`src/hw/rtl/hbd_pkg.sv`:
```
// ----------------------------------------------------------------------------
// hbd_pkg
// Types, constants and helper functions shared by the Huffman bit decoder.
// ----------------------------------------------------------------------------
`default_nettype none

package hbd_pkg;

  localparam int NODE_COUNT  = 512;
  localparam int SYMBOL_BITS = 8;
  localparam int ADDR_W      = $clog2(NODE_COUNT);
  localparam int IDX_W       = 9;
  localparam int SYM_W       = 8;
  localparam int ACT_W       = 2;
  localparam int CFG_IDX_W   = 4;
  localparam int CFG_DATA_W  = 9;
  localparam int IN_DATA_W   = 40;
  localparam int OUT_DEPTH   = 2;
  localparam int OPTR_W      = $clog2(OUT_DEPTH);
  localparam int OCNT_W      = $clog2(OUT_DEPTH + 1);

  localparam logic [ACT_W-1:0] ACT_WRITE  = 2'd0;
  localparam logic [ACT_W-1:0] ACT_DECODE = 2'd1;
  localparam logic [ACT_W-1:0] ACT_ROOT   = 2'd2;

  localparam logic [CFG_IDX_W-1:0] REG_ROOT = 4'd0;
  localparam logic [CFG_IDX_W-1:0] REG_MAP  = 4'd1;

  localparam logic [31:0] SYM_MASK        = 32'((64'd1 << SYMBOL_BITS) - 64'd1);
  localparam logic [31:0] UNDERSCORE_CODE = 32'h5F;
  localparam logic [31:0] SPACE_CODE      = 32'h20;

  typedef struct packed {
    logic                   leaf;
    logic [SYMBOL_BITS-1:0] sym;
    logic [IDX_W-1:0]       left;
    logic [IDX_W-1:0]       right;
  } node_t;

  typedef struct packed {
    logic [ACT_W-1:0] action;
    logic [IDX_W-1:0] node_index;
    logic             node_is_leaf;
    logic [SYM_W-1:0] node_symbol;
    logic [IDX_W-1:0] left_index;
    logic [IDX_W-1:0] right_index;
    logic             code_bit;
  } in_item_t;

  typedef struct packed {
    logic              we;
    logic [ADDR_W-1:0] waddr;
    node_t             wdata;
    logic              re;
    logic [ADDR_W-1:0] raddr;
  } ram_req_t;

  typedef struct packed {
    logic             push;
    logic [SYM_W-1:0] symbol;
  } res_t;

  function automatic logic idx_oob(input logic [IDX_W-1:0] i);
    return (32'(i) >= 32'(NODE_COUNT));
  endfunction

  function automatic logic [ADDR_W-1:0] to_addr(input logic [IDX_W-1:0] i);
    return ADDR_W'(i);
  endfunction

  function automatic logic [SYM_W-1:0] emit_value(input logic [SYMBOL_BITS-1:0] s,
                                                  input logic map_us);
    logic [31:0] v;
    v = 32'(s);
    if (map_us && (v == UNDERSCORE_CODE))
      v = SPACE_CODE & SYM_MASK;
    return v[SYM_W-1:0];
  endfunction

endpackage

`default_nettype wire

```
`src/hw/rtl/hbd_walk.sv`:
```
// ----------------------------------------------------------------------------
// hbd_walk
// Tree walk control: node writes, code bit steps, root return and config.
// ----------------------------------------------------------------------------
`default_nettype none

module hbd_walk (
  input  wire logic                             clk,
  input  wire logic                             rst_n,
  input  wire logic                             in_tvalid,
  output logic                                  in_tready,
  input  wire hbd_pkg::in_item_t                in_item,
  input  wire logic                             cfg_valid,
  output logic                                  cfg_ready,
  input  wire logic [hbd_pkg::CFG_IDX_W-1:0]    cfg_index,
  input  wire logic [hbd_pkg::CFG_DATA_W-1:0]   cfg_data,
  output hbd_pkg::ram_req_t                     ram_req,
  input  wire hbd_pkg::node_t                   ram_rd_data,
  input  wire logic [hbd_pkg::OCNT_W-1:0]       out_cnt,
  output hbd_pkg::res_t                         res
);
  import hbd_pkg::*;

  // outcome kinds of a decode, held in the s2 registers
  localparam logic [1:0] K_EMIT    = 2'd0;
  localparam logic [1:0] K_RESOLVE = 2'd1;
  localparam logic [1:0] K_ROOT    = 2'd2;

  logic [IDX_W-1:0]       root_r, root_nxt;
  logic                   map_r, map_nxt;
  logic [IDX_W-1:0]       cur_r, cur_nxt;
  node_t                  cur_ent_r, cur_ent_nxt;
  node_t                  root_ent_r, root_ent_nxt;
  logic                   s2_v_r, s2_v_nxt;
  logic [1:0]             s2_kind_r, s2_kind_nxt;
  logic [SYMBOL_BITS-1:0] s2_sym_r, s2_sym_nxt;
  logic [IDX_W-1:0]       s2_next_r, s2_next_nxt;
  logic                   rfs_rd_r, rfs_rd_nxt;
  logic                   rfs_ld_r, rfs_ld_nxt;

  logic             acc;
  logic [IDX_W-1:0] child;
  node_t            wnode;

  assign cfg_ready = 1'b1;
  assign in_tready = !s2_v_r && !rfs_rd_r && !rfs_ld_r &&
                     (out_cnt < OCNT_W'(OUT_DEPTH));
  assign acc   = in_tvalid && in_tready;
  assign child = in_item.code_bit ? cur_ent_r.right : cur_ent_r.left;

  always_comb begin
    wnode.leaf  = in_item.node_is_leaf;
    wnode.sym   = SYMBOL_BITS'(in_item.node_symbol);
    wnode.left  = in_item.left_index;
    wnode.right = in_item.right_index;
  end

  always_comb begin
    root_nxt     = root_r;
    map_nxt      = map_r;
    cur_nxt      = cur_r;
    cur_ent_nxt  = cur_ent_r;
    root_ent_nxt = root_ent_r;
    s2_v_nxt     = 1'b0;
    s2_kind_nxt  = s2_kind_r;
    s2_sym_nxt   = s2_sym_r;
    s2_next_nxt  = s2_next_r;
    rfs_rd_nxt   = 1'b0;
    rfs_ld_nxt   = rfs_rd_r;
    ram_req      = '0;
    res.push     = 1'b0;
    res.symbol   = emit_value(s2_sym_r, map_r);

    // resolve the decode issued last cycle
    if (s2_v_r) begin
      unique case (s2_kind_r)
        K_EMIT: begin
          res.push    = 1'b1;
          cur_nxt     = root_r;
          cur_ent_nxt = root_ent_r;
        end
        K_RESOLVE: begin
          if (ram_rd_data.leaf) begin
            res.push    = 1'b1;
            res.symbol  = emit_value(ram_rd_data.sym, map_r);
            cur_nxt     = root_r;
            cur_ent_nxt = root_ent_r;
          end else begin
            cur_nxt     = s2_next_r;
            cur_ent_nxt = ram_rd_data;
          end
        end
        K_ROOT: begin
          cur_nxt     = root_r;
          cur_ent_nxt = root_ent_r;
        end
        default: ;
      endcase
    end

    if (acc) begin
      unique case (in_item.action)
        ACT_WRITE: begin
          if (!idx_oob(in_item.node_index)) begin
            ram_req.we    = 1'b1;
            ram_req.waddr = to_addr(in_item.node_index);
            ram_req.wdata = wnode;
            // keep the cached entries coherent with the table
            if (in_item.node_index == root_r) root_ent_nxt = wnode;
            if (in_item.node_index == cur_r)  cur_ent_nxt  = wnode;
          end
        end
        ACT_DECODE: begin
          s2_v_nxt = 1'b1;
          if (idx_oob(cur_r)) begin
            s2_kind_nxt = K_ROOT;
          end else if (cur_ent_r.leaf) begin
            s2_kind_nxt = K_EMIT;
            s2_sym_nxt  = cur_ent_r.sym;
          end else if (idx_oob(child)) begin
            s2_kind_nxt = K_ROOT;
          end else begin
            s2_kind_nxt   = K_RESOLVE;
            s2_next_nxt   = child;
            ram_req.re    = 1'b1;
            ram_req.raddr = to_addr(child);
          end
        end
        ACT_ROOT: begin
          cur_nxt     = root_r;
          cur_ent_nxt = root_ent_r;
        end
        default: ;
      endcase
    end

    // reload the root entry after the root register moves
    if (rfs_rd_r) begin
      ram_req.re    = 1'b1;
      ram_req.raddr = to_addr(root_r);
    end
    if (rfs_ld_r) begin
      root_ent_nxt = ram_rd_data;
      cur_ent_nxt  = ram_rd_data;
    end

    if (cfg_valid) begin
      unique case (cfg_index)
        REG_ROOT: begin
          root_nxt   = cfg_data;
          cur_nxt    = cfg_data;
          rfs_rd_nxt = 1'b1;
        end
        REG_MAP: map_nxt = cfg_data[0];
        default: ;
      endcase
    end
  end

  always_ff @(posedge clk) begin
    if (!rst_n) begin
      root_r   <= '0;
      map_r    <= 1'b1;
      cur_r    <= '0;
      s2_v_r   <= 1'b0;
      rfs_rd_r <= 1'b0;
      rfs_ld_r <= 1'b0;
    end else begin
      root_r   <= root_nxt;
      map_r    <= map_nxt;
      cur_r    <= cur_nxt;
      s2_v_r   <= s2_v_nxt;
      rfs_rd_r <= rfs_rd_nxt;
      rfs_ld_r <= rfs_ld_nxt;
    end
  end

  always_ff @(posedge clk) begin
    cur_ent_r  <= cur_ent_nxt;
    root_ent_r <= root_ent_nxt;
    s2_kind_r  <= s2_kind_nxt;
    s2_sym_r   <= s2_sym_nxt;
    s2_next_r  <= s2_next_nxt;
  end

endmodule

`default_nettype wire

```
`config.mk`:
```
export PLATFORM = sky130hd
export DESIGN_NAME = hbd_walk
export DESIGN_NICKNAME = d
export VERILOG_FILES = /design/src/hw/rtl/hbd_pkg.sv /design/src/hw/rtl/hbd_walk.sv
export SDC_FILE = /design/constraint.sdc
export NUM_CORES = 1
export LEC_CHECK = 0
export ABC_AREA = 1
export BUFFER_PORTS_ARGS = -buffer_cell sky130_fd_sc_hd__clkbuf_2
export CAP_MARGIN = 20
export CORE_UTILIZATION = 59
export CTS_BUF_LIST = sky130_fd_sc_hd__clkbuf_8
export CTS_CLUSTER_DIAMETER = 60
export DETAILED_ROUTE_END_ITERATION = 12
export PLACE_DENSITY = 0.95
export SYNTH_ARGS = -nofsm -noshare
export SYNTH_HDL_FRONTEND = slang
export SYNTH_SLANG_ARGS = --single-unit
```
`constraint.sdc`:
```
create_clock -name clk -period 6.4 [get_ports clk]
set_input_delay 0.32 -clock clk [delete_from_list [all_inputs] [get_ports clk]]
set_output_delay 0.32 -clock clk [all_outputs]
set_load 0.01 [all_outputs]
```
==> metrics.md <==
| Metric | Value |
|---|---|
| Synth Area in Simple Gates | between 30 and 40% |
| Synth Area in XOR/XNOR | around 1.5% |
| Post-layout instance area | between 6000 and 7000 sq um |
| Utilization after layout | between 70% and 80% |
| Clock net sink count | 94 |
| Netlist cell types | 31 |
| Count of inserted antenna diode cells | 0 |
| Root buffer selected by CTS | clkbuf_8 |
| Kind of start point of the critical path | flop |
| Count of flip-flops with a built-in enable after synthesis | 45 |
| Most instantiated cells after synthesis | 280 x nand2_1, 101 x inv_1, 86 x o21ai_0, 58 x nand3_1, 49 x dfxtp_1 |
| Signed area change from the synthesized netlist to the final layout | 15.3% |
| Data arrival time at the worst-slack endpoint | 3.40 ns |
| Library cell occupying the most area in the post-synthesis netlist | edfxtp_1 |
| Number of buffer cells added on primary ports | 140 |
| Number of global-route vias before repair | 5,353 |
| Routed WL per cell | approximately 15 um |
| Compound-gate portion of the synthesized area | around an eighth |
| Leakage power | around 3.2 nW |
| Hold path depth | 3 |
| Number of DRC markers in iteration 0 | 540 |
| Pwr/cell area | approximately 210 nW/um^2 |
| Worst IR Drop VDD | around 0.10 mV |
| Type of destination of the critical path | output port |
| Max Freq | about 0.27 GHz |
| Fin crit period | between 3 and 4 ns |
| Largest family of logic cells by synthesized area | simple AND/OR/NAND/NOR gates |
| Initial Util | 61.6% |
| Number of placement rows | 35 |
| Largest clock skew in the final design | ~0.011 ns |
| Maximum number of pins on one net before global-route repair | around 60 |
| Total core area | roughly 9400 sq um |
| Post-route setup TNS | 0 ns |
| Maximum fanout along the worst path | 60 |
| Final Non-Filler Cells | between 1k and 1.5k |
| Cell area reported after detailed placement | approximately 6400 sq um |
| Worst r2r path cells | 12 |
| Post-layout nets | slightly above 1k |
| Total DRC errors in the routed layout | 0 |
| Result of the run | finished, final reports clean |
| Sequential-to-total area share from yosys stat | between 40% and 50% |
| I/O pin count | around 140 |
| Area share of fa/ha/maj cells after synthesis | 0% |
| CP Data Required Time | between 6 and 7 ns |
| Final setup violating endpoints | 0 |
| Routed wire length | 16,300 um |
| Syn Nets | just over 900 |
| Floorplan die area | a little over 10,000 sq um |
| Deepest level of the CTS H-tree | 3 |
| Number of hold violations in the final report | 0 |
| Dominant cell by count in the synthesized netlist | nand2_1 |
| Total power | 1.41 mW |
| Die Ht | slightly above 100 um |
| Worst-case headroom to the max-slew limit | between 20% and 30% |
| Width of the die | ~100 um |
| Final worst hold slack | approximately 0.18 ns |
| # resized after CTS | 0 |
| Dpl ws | just under 3 ns |
| Post-CTS Setup Bufs | 0 |
| Initial antenna violation count | 0 |
| Num CTS Buffers | 9 |
| Synthesized area per cell | 6.94 sq um |
| Post-route setup slack | between 2 and 3 ns |
| Flip-flop and latch count after synthesis | 94 |
| Async set or reset register ratio after synthesis | 0% |
| Post-Synthesis Cell Area | 5770 sq um |
| Clock tree from TritonCTS | built |
| Final number of max-transition violations | 0 |
| Transition time at the pin with the least slew margin | 1.06 ns |
| Share of the synthesized area in the top cell type | between 20% and 30% |
| Multiplexer fraction of the synthesized cell area | 0% |
| Global-route wire length before repair | about 26,000 um |
| Synth area leaders | edfxtp_1 23%, nand2_1 18%, dfxtp_1 17% |
| Number of instances in the synthesized netlist | ~830 |
| Worst min-delay path class | input port to flop |
| Number of vias in the routed layout | around 6k |
| Post-detail-place hpwl | 11,100 um |
| Residual overflow from global routing | 0 |
| CTS clock-pin slew for the worst setup and hold paths | ~0.090 ns |
| Antenna-violating nets left | 0 |
| Max Cap Viol | 0 |
| Number of search-and-repair iterations in the first detailed-routing pass | 6 |
| Clock latency reported for the late side of the worst-skew pair | ~0.38 ns |
| Yosys Warn Count | 0 |
| Maximum root-to-sink buffer count | 2 |
| Overall fraction of global-route tracks in use | 32.6% |
| Fraction of the cycle the final worst path needs | around three fifths |
| Gp weighted congestion | 0.888 |
| Critical Setup Path Class | flop to output port |
| Unrepaired setup endpoints after global routing | false |
| Placed Cells incl. Taps | approximately 1.1k |
| CTS hold repair buffers | 0 |
| Most used DFF post-synth | dfxtp_1 |
| Proportion of layout cells with a drive suffix above 1 | between 20 and 25% |
| Detail-routed via count per cell | ~5.6 |
registers in the layout (all words and copies together) (netlist names):
name	flops
root_ent_r	27
cur_ent_r	27
s2_kind_r	1
s2_sym_r	8
s2_v_r	1
rfs_ld_nxt	1
cur_r	9
s2_next_r	9
root_r	9
map_r	1
rfs_ld_r	1
path summary, 6_finish.rpt:
kind | start | to | slack (ns)
worst max-delay path | rfs_ld_r$_SDFF_PN0_ | ram_req[10] | 2.68
worst min-delay path | rst_n | rfs_ld_r$_SDFF_PN0_ | 0.18
worst max register to register | rfs_ld_r$_SDFF_PN0_ | cur_ent_r[26]$_DFF_P_ | 2.83
worst min register to register | cur_ent_r[23]$_DFF_P_ | s2_sym_r[5]$_DFFE_PP_ | 0.44
critical path: stages, from the launching register on:
cell	delay, ns
dfxtp_2	1.03
inv_2	0.50
nand4_2	0.27
buf_4	0.49
nor2_2	0.14
inv_1	0.35
nor2_1	0.09
clkbuf_2	0.14
metal layers:
| metal | up-vias | part of all wire, % | global-route usage (%) |
|---|---|---|---|
| met2 | 369 | 48 | 56.1 |
| met4 | 0 | 2.3 | 11.4 |
| met3 | 40 | 12 | 5.76 |
| met5 | - | 0 | 0 |
| met1 | 2707 | 38 | 41.4 |
| li1 | 2930 | - | - |
placed cells by master, fill, tap and decap left out, drive strengths merged, types with 12 or more instances in the layout:
master and count:
nand2 285, clkbuf 149, inv 113, o21ai 88, nand3 58, dfxtp 49, edfxtp 45, nor2 45
a21oi 30, nor3 25, nand4 13, o22ai 12
layout make-up:
type                            instances  area (sq um)
Clock buffer                            9           124
Clock inverter                          7          96.3
Fill cell                             821          2720
Inverter                              115           432
Multi-Input combinational cell        580          2780
Sequential cell                        94          2330
Tap cell                              129           161
Timing Repair Buffer                  144           731
kinds of logic (layout without fill, tap and decap cells):
family / after synthesis / count (layout)
flops: 94 / 94
compound gates: 138 / 138
simple gates: 431 / 431
xor+xnor: 10 / 10
buf+inv: 158 / 275
other cells: 1 / 1
report_power, final:
group	total, mW	switching [mW]	internal (mW)	leakage, nW
registers	0.706	0.0249	0.682	0.813
logic	0.255	0.160	0.0943	2.29
clock network	0.445	0.223	0.222	0.114
No activity file was read; power rests on OpenSTA's default activity.
