$ cat src/hw/rtl/hbd_pkg.sv
// ----------------------------------------------------------------------------
// hbd_pkg
// Types, constants and helper functions shared by the Huffman bit decoder.
// ----------------------------------------------------------------------------
`default_nettype none

package hbd_pkg;

  localparam int NODE_COUNT  = 512;
  localparam int SYMBOL_BITS = 8;
  localparam int ADDR_W      = $clog2(NODE_COUNT);
  localparam int IDX_W       = 9;
  localparam int SYM_W       = 8;
  localparam int ACT_W       = 2;
  localparam int CFG_IDX_W   = 4;
  localparam int CFG_DATA_W  = 9;
  localparam int IN_DATA_W   = 40;
  localparam int OUT_DEPTH   = 2;
  localparam int OPTR_W      = $clog2(OUT_DEPTH);
  localparam int OCNT_W      = $clog2(OUT_DEPTH + 1);

  localparam logic [ACT_W-1:0] ACT_WRITE  = 2'd0;
  localparam logic [ACT_W-1:0] ACT_DECODE = 2'd1;
  localparam logic [ACT_W-1:0] ACT_ROOT   = 2'd2;

  localparam logic [CFG_IDX_W-1:0] REG_ROOT = 4'd0;
  localparam logic [CFG_IDX_W-1:0] REG_MAP  = 4'd1;

  localparam logic [31:0] SYM_MASK        = 32'((64'd1 << SYMBOL_BITS) - 64'd1);
  localparam logic [31:0] UNDERSCORE_CODE = 32'h5F;
  localparam logic [31:0] SPACE_CODE      = 32'h20;

  typedef struct packed {
    logic                   leaf;
    logic [SYMBOL_BITS-1:0] sym;
    logic [IDX_W-1:0]       left;
    logic [IDX_W-1:0]       right;
  } node_t;

  typedef struct packed {
    logic [ACT_W-1:0] action;
    logic [IDX_W-1:0] node_index;
    logic             node_is_leaf;
    logic [SYM_W-1:0] node_symbol;
    logic [IDX_W-1:0] left_index;
    logic [IDX_W-1:0] right_index;
    logic             code_bit;
  } in_item_t;

  typedef struct packed {
    logic              we;
    logic [ADDR_W-1:0] waddr;
    node_t             wdata;
    logic              re;
    logic [ADDR_W-1:0] raddr;
  } ram_req_t;

  typedef struct packed {
    logic             push;
    logic [SYM_W-1:0] symbol;
  } res_t;

  function automatic logic idx_oob(input logic [IDX_W-1:0] i);
    return (32'(i) >= 32'(NODE_COUNT));
  endfunction

  function automatic logic [ADDR_W-1:0] to_addr(input logic [IDX_W-1:0] i);
    return ADDR_W'(i);
  endfunction

  function automatic logic [SYM_W-1:0] emit_value(input logic [SYMBOL_BITS-1:0] s,
                                                  input logic map_us);
    logic [31:0] v;
    v = 32'(s);
    if (map_us && (v == UNDERSCORE_CODE))
      v = SPACE_CODE & SYM_MASK;
    return v[SYM_W-1:0];
  endfunction

endpackage

`default_nettype wire

$ cat src/hw/rtl/hbd_out_fifo.sv
// ----------------------------------------------------------------------------
// hbd_out_fifo
// Two-entry result queue between the walk and the output stream.
// ----------------------------------------------------------------------------
`default_nettype none

module hbd_out_fifo (
  input  wire logic                          clk,
  input  wire logic                          rst_n,
  input  wire hbd_pkg::res_t                 res,
  output logic                               out_tvalid,
  input  wire logic                          out_tready,
  output logic [hbd_pkg::SYM_W-1:0]          out_tdata,
  output logic [hbd_pkg::OCNT_W-1:0]         cnt
);
  import hbd_pkg::*;

  logic [SYM_W-1:0]  buf_r [OUT_DEPTH];
  logic [OPTR_W-1:0] wr_ptr_r, wr_ptr_nxt;
  logic [OPTR_W-1:0] rd_ptr_r, rd_ptr_nxt;
  logic [OCNT_W-1:0] cnt_r, cnt_nxt;
  logic              pop;

  assign out_tvalid = (cnt_r != '0);
  assign out_tdata  = buf_r[rd_ptr_r];
  assign cnt        = cnt_r;
  assign pop        = out_tvalid && out_tready;

  always_comb begin
    wr_ptr_nxt = res.push ? wr_ptr_r + OPTR_W'(1) : wr_ptr_r;
    rd_ptr_nxt = pop ? rd_ptr_r + OPTR_W'(1) : rd_ptr_r;
    cnt_nxt    = cnt_r + OCNT_W'(res.push) - OCNT_W'(pop);
  end

  always_ff @(posedge clk) begin
    if (!rst_n) begin
      wr_ptr_r <= '0;
      rd_ptr_r <= '0;
      cnt_r    <= '0;
    end else begin
      wr_ptr_r <= wr_ptr_nxt;
      rd_ptr_r <= rd_ptr_nxt;
      cnt_r    <= cnt_nxt;
    end
  end

  always_ff @(posedge clk) begin
    if (res.push) begin
      buf_r[wr_ptr_r] <= res.symbol;
    end
  end

endmodule

`default_nettype wire

$ cat config.mk
export PLATFORM = sky130hd
export DESIGN_NAME = hbd_out_fifo
export DESIGN_NICKNAME = d
export VERILOG_FILES = /design/src/hw/rtl/hbd_pkg.sv /design/src/hw/rtl/hbd_out_fifo.sv
export SDC_FILE = /design/constraint.sdc
export NUM_CORES = 1
export LEC_CHECK = 0
export BUFFER_PORTS_ARGS = -buffer_cell sky130_fd_sc_hd__buf_4
export CAP_MARGIN = 20
export CELL_PAD_IN_SITES_DETAIL_PLACEMENT = 1
export CELL_PAD_IN_SITES_GLOBAL_PLACEMENT = 1
export CORE_ASPECT_RATIO = 0.75
export CORE_MARGIN = 1
export CORE_UTILIZATION = 43
export CTS_BUF_LIST = sky130_fd_sc_hd__clkbuf_2 sky130_fd_sc_hd__clkbuf_4 sky130_fd_sc_hd__clkbuf_8
export DETAILED_ROUTE_END_ITERATION = 12
export PLACE_DENSITY = 0.89
export RECOVER_POWER = 50
export SLEW_MARGIN = 10
export SYNTH_ARGS = -nofsm -noshare
export SYNTH_HDL_FRONTEND = slang
export SYNTH_SLANG_ARGS = --single-unit
$ cat constraint.sdc
create_clock -name clk -period 1.6 [get_ports clk]
set_clock_uncertainty 0.05 [all_clocks]
set_input_delay 0.24 -clock clk [delete_from_list [all_inputs] [get_ports clk]]
set_output_delay 0.24 -clock clk [all_outputs]
set_load 0.005 [all_outputs]
==> impl_metrics.py, run 1 <==
metrics = {
    "sta": {
        "finalSetupTns_ns": 0,
        "tightest_slew_ns": 0.517,
        "fin_crit_sh_pct": 93.0,
        "fmax_ghz": 0.672,
        "hold-worst-slack_ns": 0.0900,
        "setup_viol": 0,
        "max_slew_margin_pct": 65.5,
        "finalMaxSlewViolations": 0,
        "min_period_ns": 1.49,
        "rsz0062_at_grt": "false",
        "hold_viol": 0,
    },
    "yosys": {
        "yosysTopAreaCell": "edfxtp_1",
        "async_reset_ff_share_pct": 0,
        "synth_fa_ha_area_share_pct": 3.06,
        "synthFlopType": "edfxtp_1",
        "synth.cell_area_um2": 817,
        "synth.mux.area_fraction_pct": 13.5,
        "synthXorXnorAreaFrac_pct": 2.76,
        "yosysMostFrequentCell": "edfxtp_1",
        "ys_seq_area_share_pct": 71.1,
        "synth_common_cells": "edfxtp_1 (16), mux2_2 (8), dfxtp_1 (5)",
        "synth_cell_types": 16,
        "synth_compound_gate_area_share_pct": 1.99,
        "synth-seq-cells": 21,
        "synthSimpleGateAreaFrac_pct": 6.13,
        "synth_top_family_by_area": "multiplexers",
        "synth_edf_count": 16,
        "syn_nets": 61,
        "synth_top_cell_area_share_pct": 58.8,
        "synth_warnings": 0,
        "syn_inst": 47,
        "synth_area_leaders": "edfxtp_1 (59%), dfxtp_1 (12%), mux2_2 (11%)",
        "syn_area_per_cell_um2": 17.4,
    },
    "worst_hold_path": {
        "min_to": "buf_r[0][2]$_DFFE_PP_",
        "hold_class": "input pin to flip-flop",
        "min_from": "res[2]",
        "hold_depth": 1,
    },
    "floorplanning": {
        "die_w_um": 52.3,
        "io_pins": 23,
        "die-area_mm2": 0.00208,
        "initial_core_util_pct": 46.5,
        "design.core.area_mm2": 0.00176,
        "die_h_um": 39.8,
        "rows": 13,
    },
    "pwr": {
        "power-per-cell-area_mw_per_mm2": 1340,
        "power.switching_uw": 341,
        "p_leak_uw": 0.000414,
        "combPwrFrac_pct": 30.2,
        "p_int_uw": 1050,
        "sw_frac_of_total_pct": 24.4,
        "clkPwrFrac_pct": 18.8,
        "vdd_drop_max_mv": 0.780,
        "p_total_uw": 1400,
        "pwr-share-seq_pct": 51.0,
    },
    "clocking": {
        "cts_buffers": 3,
        "cts_tree": "done",
        "cts_max_level": 1,
        "clkTransAtPathRegs_ns": 0.11,
        "ctsLongestPathBuffers": 2,
        "worstSkewPairLatency_ns": 0.30,
        "clock-root-buffer": "clkbuf_4",
        "hold_buffers": 0,
        "post_cts_buffers": 0,
        "cts_sinks": 21,
    },
    "setup_path": {
        "cp_max_fo": 8,
        "r2r-start": "cnt[0]$_SDFF_PN0_",
        "cp_data_required_time_ns": 1.31,
        "worstRegToRegCells": 6,
        "endpoint_kind": "output pin",
        "r2r_setup_slack_ns": 0.12,
        "start_kind": "flip-flop",
        "cp.arrival_ns": 1.20,
        "critical_path.cell_chain": "mux2_2 -> buf_4",
        "max_stage_delay_ns": 0.42,
        "r2r_end": "cnt[1]$_SDFF_PN0_",
        "worst_path_max_delay_cell": "dfxtp_4",
        "worstSetupPathType": "flip-flop to output pin",
    },
    "cells_and_area": {
        "antennaDiodeCount": 0,
        "drive_above_1_share_pct": 50.7,
        "fin_cells": 95,
        "fin_util_pct": 59.1,
        "synthToLayoutAreaGrowth_pct": 27.1,
        "fin_nets": 88,
    },
    "drt": {
        "antenna_left": 0,
        "vias_per_cell": 4.62,
        "detail_route.first_pass.iterations": 2,
        "drt-initial-drc-count": 2,
        "drc": 0,
        "vias": 439,
        "drt_wl_total_mm": 1.23,
        "wl_per_cell_um": 13.0,
    },
    "placed_design": {
        "post-dp-hpwl_um": 917,
        "gp_congestion": 0.630,
        "port_buffers": 22,
        "placed_cells": 91,
    },
    "global_route": {
        "overflow": 0,
        "antenna_found_initial": 0,
        "grt_pass1_wl_mm": 1.84,
        "first_global_vias": 427,
        "grt_use_total_pct": 13.3,
        "grt_max_degree": 12,
    },
    "status": {
        "status": "finished clean",
    },
    "job": {
        "drv_cap": 0,
    },
}
-- stage by stage --
stage / cell area, µm² / setup WS, ns
finish: 1040 / 0.112
global route: 1040 / 0.00895
CTS: 1040 / 0.0301
detailed placement: 1010 / 0.139
global placement: 1010 / 0.175
floorplan: 817 / 0.182
-- kinds of logic (layout without fill, tap and decap cells) --
group / Yosys count / after routing
simple gates: 8 / 8
fa+ha+maj: 2 / 2
buf+inv: 3 / 29
xor+xnor: 1 / 1
mux: 10 / 10
flops: 21 / 21
compound gates: 2 / 2
-- sequential cells by signal (all words and copies together), names as in the netlist, named ones only --
register,count
wr_ptr_r,1
rd_ptr_r,1
cnt,2
buf_r,16
-- what timing repair did --
item	CTS	global route
endpoints found under the setup margin	8	5
gates cloned	0	0
resized for setup	1	1
hold endpoints to repair	0	0
-- metal layers --
metal  routed length (µm)  up-vias  share of wire (%)  GRT usage (%)
met1                  534      197                 43           13.9
met5                    0        -                  0              0
met3                   96        0                7.8           6.20
li1                     -      224                  -              -
met4                    0        0                  0           3.95
met2                  601       18                 49           24.1
-- power groups by stage --
stage          logic, µW  clock network (µW)  registers, µW
2_1_floorplan        272                   0            693
3_3_place_gp         421                   0            715
3_5_place_dp         431                   0            723
4_1_cts              434                 278            713
5_1_grt              469                 295            723
6_report             421                 262            712
-- worst max-delay path: cells and delay by family (launching register included) --
kind / cells / cell delay, ns
multiplexers: 1 / 0.35
flip-flops: 1 / 0.42
buffers and inverters: 1 / 0.13
-- worst max path at each step --
| stage | startpoint | end | slack [ns] | depth (start not counted) |
|---|---|---|---|---|
| 6_report | flip-flop | out_tdata[1] | 0.11 | 2 |
| 5_1_grt | cnt[1]$_SDFF_PN0_ | cnt[1]$_SDFF_PN0_ | 0.009 | 6 |
| 4_1_cts | flip-flop | out_tdata[1] | 0.03 | 2 |
| 3_5_place_dp | cnt[0]$_SDFF_PN0_ | cnt[1]$_SDFF_PN0_ | 0.14 | 6 |
| 3_3_place_gp | cnt[0]$_SDFF_PN0_ | cnt[1]$_SDFF_PN0_ | 0.18 | 6 |
| 2_1_floorplan | cnt[0]$_SDFF_PN0_ | cnt[1]$_SDFF_PN0_ | 0.18 | 6 |
-- cell usage in the layout, fill, tap and decap left out, types with 2 or more instances in the layout --
cell and instances:
and2_1 2, buf_4 14, clkbuf_1 2, clkbuf_4 11
dfxtp_1 4, edfxtp_1 16, ha_1 2, inv_1 2
mux2_2 8, mux2i_1 2, nor2b_1 2
-- final cells by class --
| class | count | area [µm²] |
|---|---|---|
| clock buffers | 4 | 30.0 |
| inverters | 2 | 7.51 |
| flip-flops and latches | 21 | 584 |
| fillers | 182 | 718 |
| well taps | 22 | 27.5 |
| repair buffers | 23 | 165 |
| multi-input cells | 23 | 224 |
Power figures use the tool's default switching activity.
==> inputs of run 2 (changes only) <==
--- a/config.mk
+++ b/config.mk
@@ -5,13 +5,14 @@
 export SDC_FILE = /design/constraint.sdc
 export NUM_CORES = 1
 export LEC_CHECK = 0
+export ABC_AREA = 1
 export BUFFER_PORTS_ARGS = -buffer_cell sky130_fd_sc_hd__buf_4
 export CAP_MARGIN = 20
 export CELL_PAD_IN_SITES_DETAIL_PLACEMENT = 1
 export CELL_PAD_IN_SITES_GLOBAL_PLACEMENT = 1
 export CORE_ASPECT_RATIO = 0.75
 export CORE_MARGIN = 1
-export CORE_UTILIZATION = 43
+export CORE_UTILIZATION = 42
 export CTS_BUF_LIST = sky130_fd_sc_hd__clkbuf_2 sky130_fd_sc_hd__clkbuf_4 sky130_fd_sc_hd__clkbuf_8
 export DETAILED_ROUTE_END_ITERATION = 12
 export PLACE_DENSITY = 0.89
==> impl_metrics.py, run 2 <==
metrics = {
    "status": {
        "status": "finished clean",
    },
    "yosys": {
        "yosysMostFrequentCell": "edfxtp_1",
        "syn_area_per_cell_um2": 13.9,
        "synthFlopType": "edfxtp_1",
        "syn_nets": 75,
        "syn_inst": 61,
        "synth_edf_count": 16,
        "synth_warnings": 0,
        "synth_area_leaders": "edfxtp_1 (57%), mux2_4 (14%), dfxtp_1 (12%)",
        "synth_top_cell_area_share_pct": 56.6,
        "yosysTopAreaCell": "edfxtp_1",
        "synth_common_cells": "edfxtp_1 (16), inv_1 (9), nor2_1 (9)",
        "synth.cell_area_um2": 850,
        "synth-seq-cells": 21,
        "async_reset_ff_share_pct": 0,
        "synth_cell_types": 10,
        "ys_seq_area_share_pct": 68.3,
    },
    "cells_and_area": {
        "drive_above_1_share_pct": 43.8,
        "mostFrequentLayoutCells": "edfxtp_1 (16), buf_4 (15), clkbuf_4 (10), inv_1 (9), nor2_1 (9)",
        "largest_reg_flops": 16,
        "fin_nets": 104,
        "final_common_cell": "edfxtp_1",
        "synthToLayoutAreaGrowth_pct": 27.8,
        "antennaDiodeCount": 0,
        "largest_register": "buf_r",
    },
    "clocking": {
        "ctsLongestPathBuffers": 2,
        "clkTransAtPathRegs_ns": 0.11,
        "cts_max_level": 1,
        "cts_sinks": 21,
        "cts_buffers": 3,
        "worstSkewPairLatency_ns": 0.30,
        "clock-root-buffer": "clkbuf_4",
        "cts_tree": "done",
    },
    "worst_hold_path": {
        "hold_depth": 1,
        "hold_class": "input pin to flip-flop",
        "min_from": "res[6]",
    },
    "setup_path": {
        "cp.depth": 3,
        "cp_data_required_time_ns": 1.31,
        "worst_path_max_delay_cell": "dfxtp_2",
        "r2r-start": "cnt[1]$_SDFF_PN0_",
        "worstSetupPathType": "flip-flop to output pin",
        "start_kind": "flip-flop",
        "max_stage_delay_ns": 0.34,
        "endpoint_kind": "output pin",
        "critPathTopFamily": "flip-flops",
        "cp_num_buf_inv": 2,
        "cp.arrival_ns": 1.24,
        "cp_max_fo": 8,
        "critical_path.cell_chain": "buf_6 -> mux2_4 -> buf_4",
        "r2r_setup_slack_ns": 0.09,
        "worstRegToRegCells": 10,
    },
    "floorplanning": {
        "rows": 13,
        "io_pins": 23,
        "die_h_um": 41.0,
        "design.core.area_mm2": 0.00182,
        "initial_core_util_pct": 46.6,
        "die_w_um": 53.9,
        "die-area_mm2": 0.00221,
    },
    "placed_design": {
        "port_buffers": 22,
        "gp_congestion": 0.713,
        "dp_slack_ns": 0.0752,
        "post-dp-hpwl_mm": 1.29,
    },
    "global_route": {
        "grt_use_total_pct": 17.0,
        "grt_max_degree": 12,
        "overflow": 0,
        "first_global_vias": 538,
        "grt_pass1_wl_mm": 2.35,
        "antenna_found_initial": 0,
    },
    "drt": {
        "wl_per_cell_um": 14.6,
        "antenna_left": 0,
        "drt_wl_total_mm": 1.62,
        "drt-initial-drc-count": 11,
        "drc": 0,
        "detail_route.first_pass.iterations": 2,
        "vias_per_cell": 4.88,
        "vias": 542,
    },
    "pwr": {
        "clkPwrFrac_pct": 18.0,
        "pwr-share-seq_pct": 47.1,
        "p_leak_uw": 0.000483,
        "vdd_drop_max_mv": 0.833,
        "combPwrFrac_pct": 34.9,
        "p_total_uw": 1460,
        "sw_frac_of_total_pct": 28.6,
        "power.switching_uw": 418,
        "p_int_uw": 1050,
        "power-per-cell-area_mw_per_mm2": 1350,
    },
    "sta": {
        "hold_viol": 0,
        "finalWorstSetupSlack_ns": 0.0653,
        "fmax_ghz": 0.652,
        "fin_crit_sh_pct": 95.9,
        "finalMaxSlewViolations": 0,
        "max_slew_margin_pct": 67.9,
        "min_period_ns": 1.53,
        "setup_viol": 0,
        "tightest_slew_ns": 0.482,
    },
    "job": {
        "drv_cap": 0,
    },
}
==> run 2: metrics by stage <==
| stage | util [%] | area, µm² | hold WS (ns) | setup TNS, ns | instances |
|---|---|---|---|---|---|
| 3_5_place_dp | 57.4 | 1050 | 0.378 | 0 | 106 |
| 2_1_floorplan | - | 850 | 0.283 | 0 | 61 |
| 5_1_grt | 59.6 | 1090 | 0.0674 | -0.0248 | 111 |
| 3_3_place_gp | 57.4 | 1050 | 0.375 | 0 | 106 |
| 6_report | 59.6 | 1090 | 0.0913 | 0 | 111 |
| 4_1_cts | 59.1 | 1080 | 0.0515 | 0 | 110 |
==> run 2: worst paths after layout <==
check | end
setup / recovery | out_tdata[4]
hold / removal | buf_r[0][6]$_DFFE_PP_
setup reg to reg | cnt[1]$_SDFF_PN0_
hold reg to reg | wr_ptr_r$_SDFFE_PN0P_
==> run 2: final cells by class <==
cell class              instances  area [µm²]
well taps                      22        27.5
inverters                       9        33.8
repair buffers                 25         180
flip-flops and latches         21         584
multi-input cells              30         230
fillers                       197         736
clock buffers                   4        30.0
==> run 2: power by group through the flow <==
stage | clock network [µW] | registers (µW) | logic [µW]
finish | 264 | 689 | 512
detailed placement | 0 | 694 | 491
floorplan | 0 | 688 | 278
global placement | 0 | 687 | 448
CTS | 277 | 682 | 492
global route | 296 | 697 | 562
==> run 2: repair_timing <==
action                                  CTS  global route
setup buffers                             0             1
endpoints found under the setup margin    0             9
hold buffers                              0             0
endpoints found under the hold margin     0             0
resized for setup                         0             6
==> run 2: cell families (layout without fill, tap and decap cells) <==
group	count (synthesis)	after routing	synth area share (%)
muxes	8	8	14.1
AOI/OAI and AO/OA	1	1	0.589
adders and majority gates	2	2	2.95
DFF	21	21	68.3
buffers and inverters	10	38	5.30
and+or+nand+nor	19	19	8.69
==> run 2: worst reg2reg max path: stages (launching register included) <==
cell and delay, ns:
dfxtp_2 0.36, nor2_1 0.04, nor2_1 0.14, ha_1 0.26
inv_1 0.07, ha_1 0.16, inv_1 0.05, nand2_2 0.07
nand3_1 0.08, nand2_1 0.08, nor2_1 0.04
==> run 2: per-layer routing <==
| metal | part of all wire [%] | up-vias | global-route usage, % |
|---|---|---|---|
| li1 | - | 260 | - |
| met1 | 37 | 262 | 16.3 |
| met2 | 56 | 16 | 33.6 |
| met3 | 5.7 | 4 | 7.04 |
| met4 | 1.2 | 0 | 5.26 |
| met5 | 0 | - | 0 |
==> inputs of run 3 (changes only) <==
==> constraint.sdc (replaced) <==
create_clock -name clk -period 1.6 [get_ports clk]
set_clock_uncertainty 0.05 [all_clocks]
set_input_delay 0.32 -clock clk [delete_from_list [all_inputs] [get_ports clk]]
set_output_delay 0.32 -clock clk [all_outputs]
set_load 0.005 [all_outputs]
==> impl_metrics.py, run 3 (synthesized netlist as in run 2, its figures left out) <==
metrics = {
    "status": {
        "status": "finished clean",
    },
    "setup_path": {
        "start_kind": "flip-flop",
        "cp.arrival_ns": 1.21,
        "r2r_setup_slack_ns": 0.06,
        "cp_data_required_time_ns": 1.23,
        "critPathTopFamily": "flip-flops",
        "max_stage_delay_ns": 0.35,
        "endpoint_kind": "output pin",
        "critical_path.cell_chain": "buf_8 -> mux2_4 -> buf_6",
        "worstSetupPathType": "flip-flop to output pin",
        "worst_path_max_delay_cell": "dfxtp_2",
        "cp_max_fo": 8,
        "r2r-start": "cnt[0]$_SDFF_PN0_",
        "cp_num_buf_inv": 2,
    },
    "global_route": {
        "grt_use_total_pct": 16.4,
        "first_global_vias": 506,
        "grt_pass1_wl_mm": 2.27,
        "overflow": 0,
        "grt_max_degree": 12,
        "antenna_found_initial": 0,
    },
    "pwr": {
        "p_total_uw": 1490,
        "vdd_drop_max_mv": 0.692,
        "p_leak_uw": 0.000491,
        "combPwrFrac_pct": 36.2,
        "p_int_uw": 1080,
        "sw_frac_of_total_pct": 27.5,
        "clkPwrFrac_pct": 17.1,
        "power.switching_uw": 408,
        "power-per-cell-area_mw_per_mm2": 1330,
        "pwr-share-seq_pct": 46.7,
    },
    "drt": {
        "drt_wl_total_mm": 1.62,
        "drc": 0,
        "detail_route.first_pass.iterations": 4,
        "drt-initial-drc-count": 9,
        "wl_per_cell_um": 14.5,
        "antenna_left": 0,
        "vias_per_cell": 4.77,
        "vias": 529,
    },
    "clocking": {
        "clock-root-buffer": "clkbuf_4",
        "cts_tree": "done",
        "clkTransAtPathRegs_ns": 0.10,
        "ctsLongestPathBuffers": 2,
        "cts_sinks": 21,
        "cts_buffers": 3,
        "cts_max_level": 1,
        "worstSkewPairLatency_ns": 0.29,
    },
    "job": {
        "drv_cap": 0,
    },
    "sta": {
        "max_slew_margin_pct": 78.2,
        "fin_crit_sh_pct": 99.0,
        "hold_viol": 0,
        "finalSetupTns_ns": 0,
        "min_period_ns": 1.58,
        "hold-worst-slack_ns": 0.181,
        "tightest_slew_ns": 0.327,
        "finalMaxSlewViolations": 0,
        "rsz0062_at_grt": "true",
        "setup_viol": 0,
        "fmax_ghz": 0.632,
    },
    "cells_and_area": {
        "stdcell_area_mm2": 0.00111,
        "fin_nets": 104,
        "largest_reg_flops": 16,
        "mostFrequentLayoutCells": "edfxtp_1 (16), inv_1 (9)",
        "antennaDiodeCount": 0,
        "largest_register": "buf_r",
        "synthToLayoutAreaGrowth_pct": 31.2,
        "final_common_cell": "edfxtp_1",
        "num-fill-cells": 190,
        "drive_above_1_share_pct": 42.7,
    },
    "placed_design": {
        "gp_congestion": 0.682,
        "port_buffers": 22,
        "place_area_mm2": 0.00105,
        "post-dp-hpwl_mm": 1.30,
    },
    "floorplanning": {
        "initial_core_util_pct": 46.6,
        "die_w_um": 53.9,
        "die_h_um": 41.0,
        "design.core.area_mm2": 0.00182,
        "die-area_mm2": 0.00221,
        "rows": 13,
        "io_pins": 23,
    },
    "worst_hold_path": {
        "min_from": "res[3]",
        "hold_class": "input pin to flip-flop",
    },
}
run 3: cell count changes in the layout (fill, tap and decap cells not counted), sizes merged:
cell and change:
buf +1, clkbuf -1
run 3: layout make-up:
type	count	area, µm²	share of cell area (%)
clock buffer	4	30.0	2.69
inverter	9	33.8	3.03
multi-input combinational	30	229	20.5
sequential	21	584	52.4
tap	22	27.5	2.47
timing repair buffer	25	210	18.9
run 3: routing by layer:
layer,up-vias,part of all wire [%],wire [µm],GRT usage (%)
met5,-,0,0,0
li1,262,-,-,-
met2,10,56,901,32.7
met1,257,41,659,17.4
met4,0,0,0,1.97
met3,0,3.4,55,5.56
run 3: worst register-to-register path, cell delays in order, from the launching register on:
cell,delay (ns)
dfxtp_2,0.34
nor2_2,0.11
nor2_2,0.05
ha_1,0.28
inv_1,0.04
ha_1,0.19
inv_1,0.06
nand2_1,0.06
a21oi_1,0.18
nor2_1,0.07
run 3: power groups by stage:
stage / clock, µW / combinational (µW) / sequential (µW)
2_1_floorplan: 0 / 278 / 688
3_5_place_dp: 0 / 483 / 692
3_3_place_gp: 0 / 445 / 689
6_report: 254 / 538 / 693
4_1_cts: 264 / 508 / 685
5_1_grt: 284 / 595 / 700
run 3: path summary, 6_finish.rpt:
kind | cells past startpoint | end
worst max-delay path | 3 | out_tdata[3]
worst min-delay path | 1 | buf_r[1][3]$_DFFE_PP_
worst max register to register | 9 | cnt[1]$_SDFF_PN0_
worst min register to register | 2 | wr_ptr_r$_SDFFE_PN0P_
run 3: repair_timing:
action	4_1_cts	5_1_grt
gates cloned	0	0
pin swaps	0	2
setup buffers	0	1
hold buffers	0	0
setup endpoints to repair	8	9
gates resized for setup	7	8
run 3: through the flow:
stage	util [%]	setup WS [ns]	std cells
global route	61.2	-0.0658	111
global placement	57.4	0.158	106
CTS	60.4	0.0000470	110
finish	61.2	0.0167	111
detailed placement	57.4	0.0144	106
floorplan	-	0.243	61
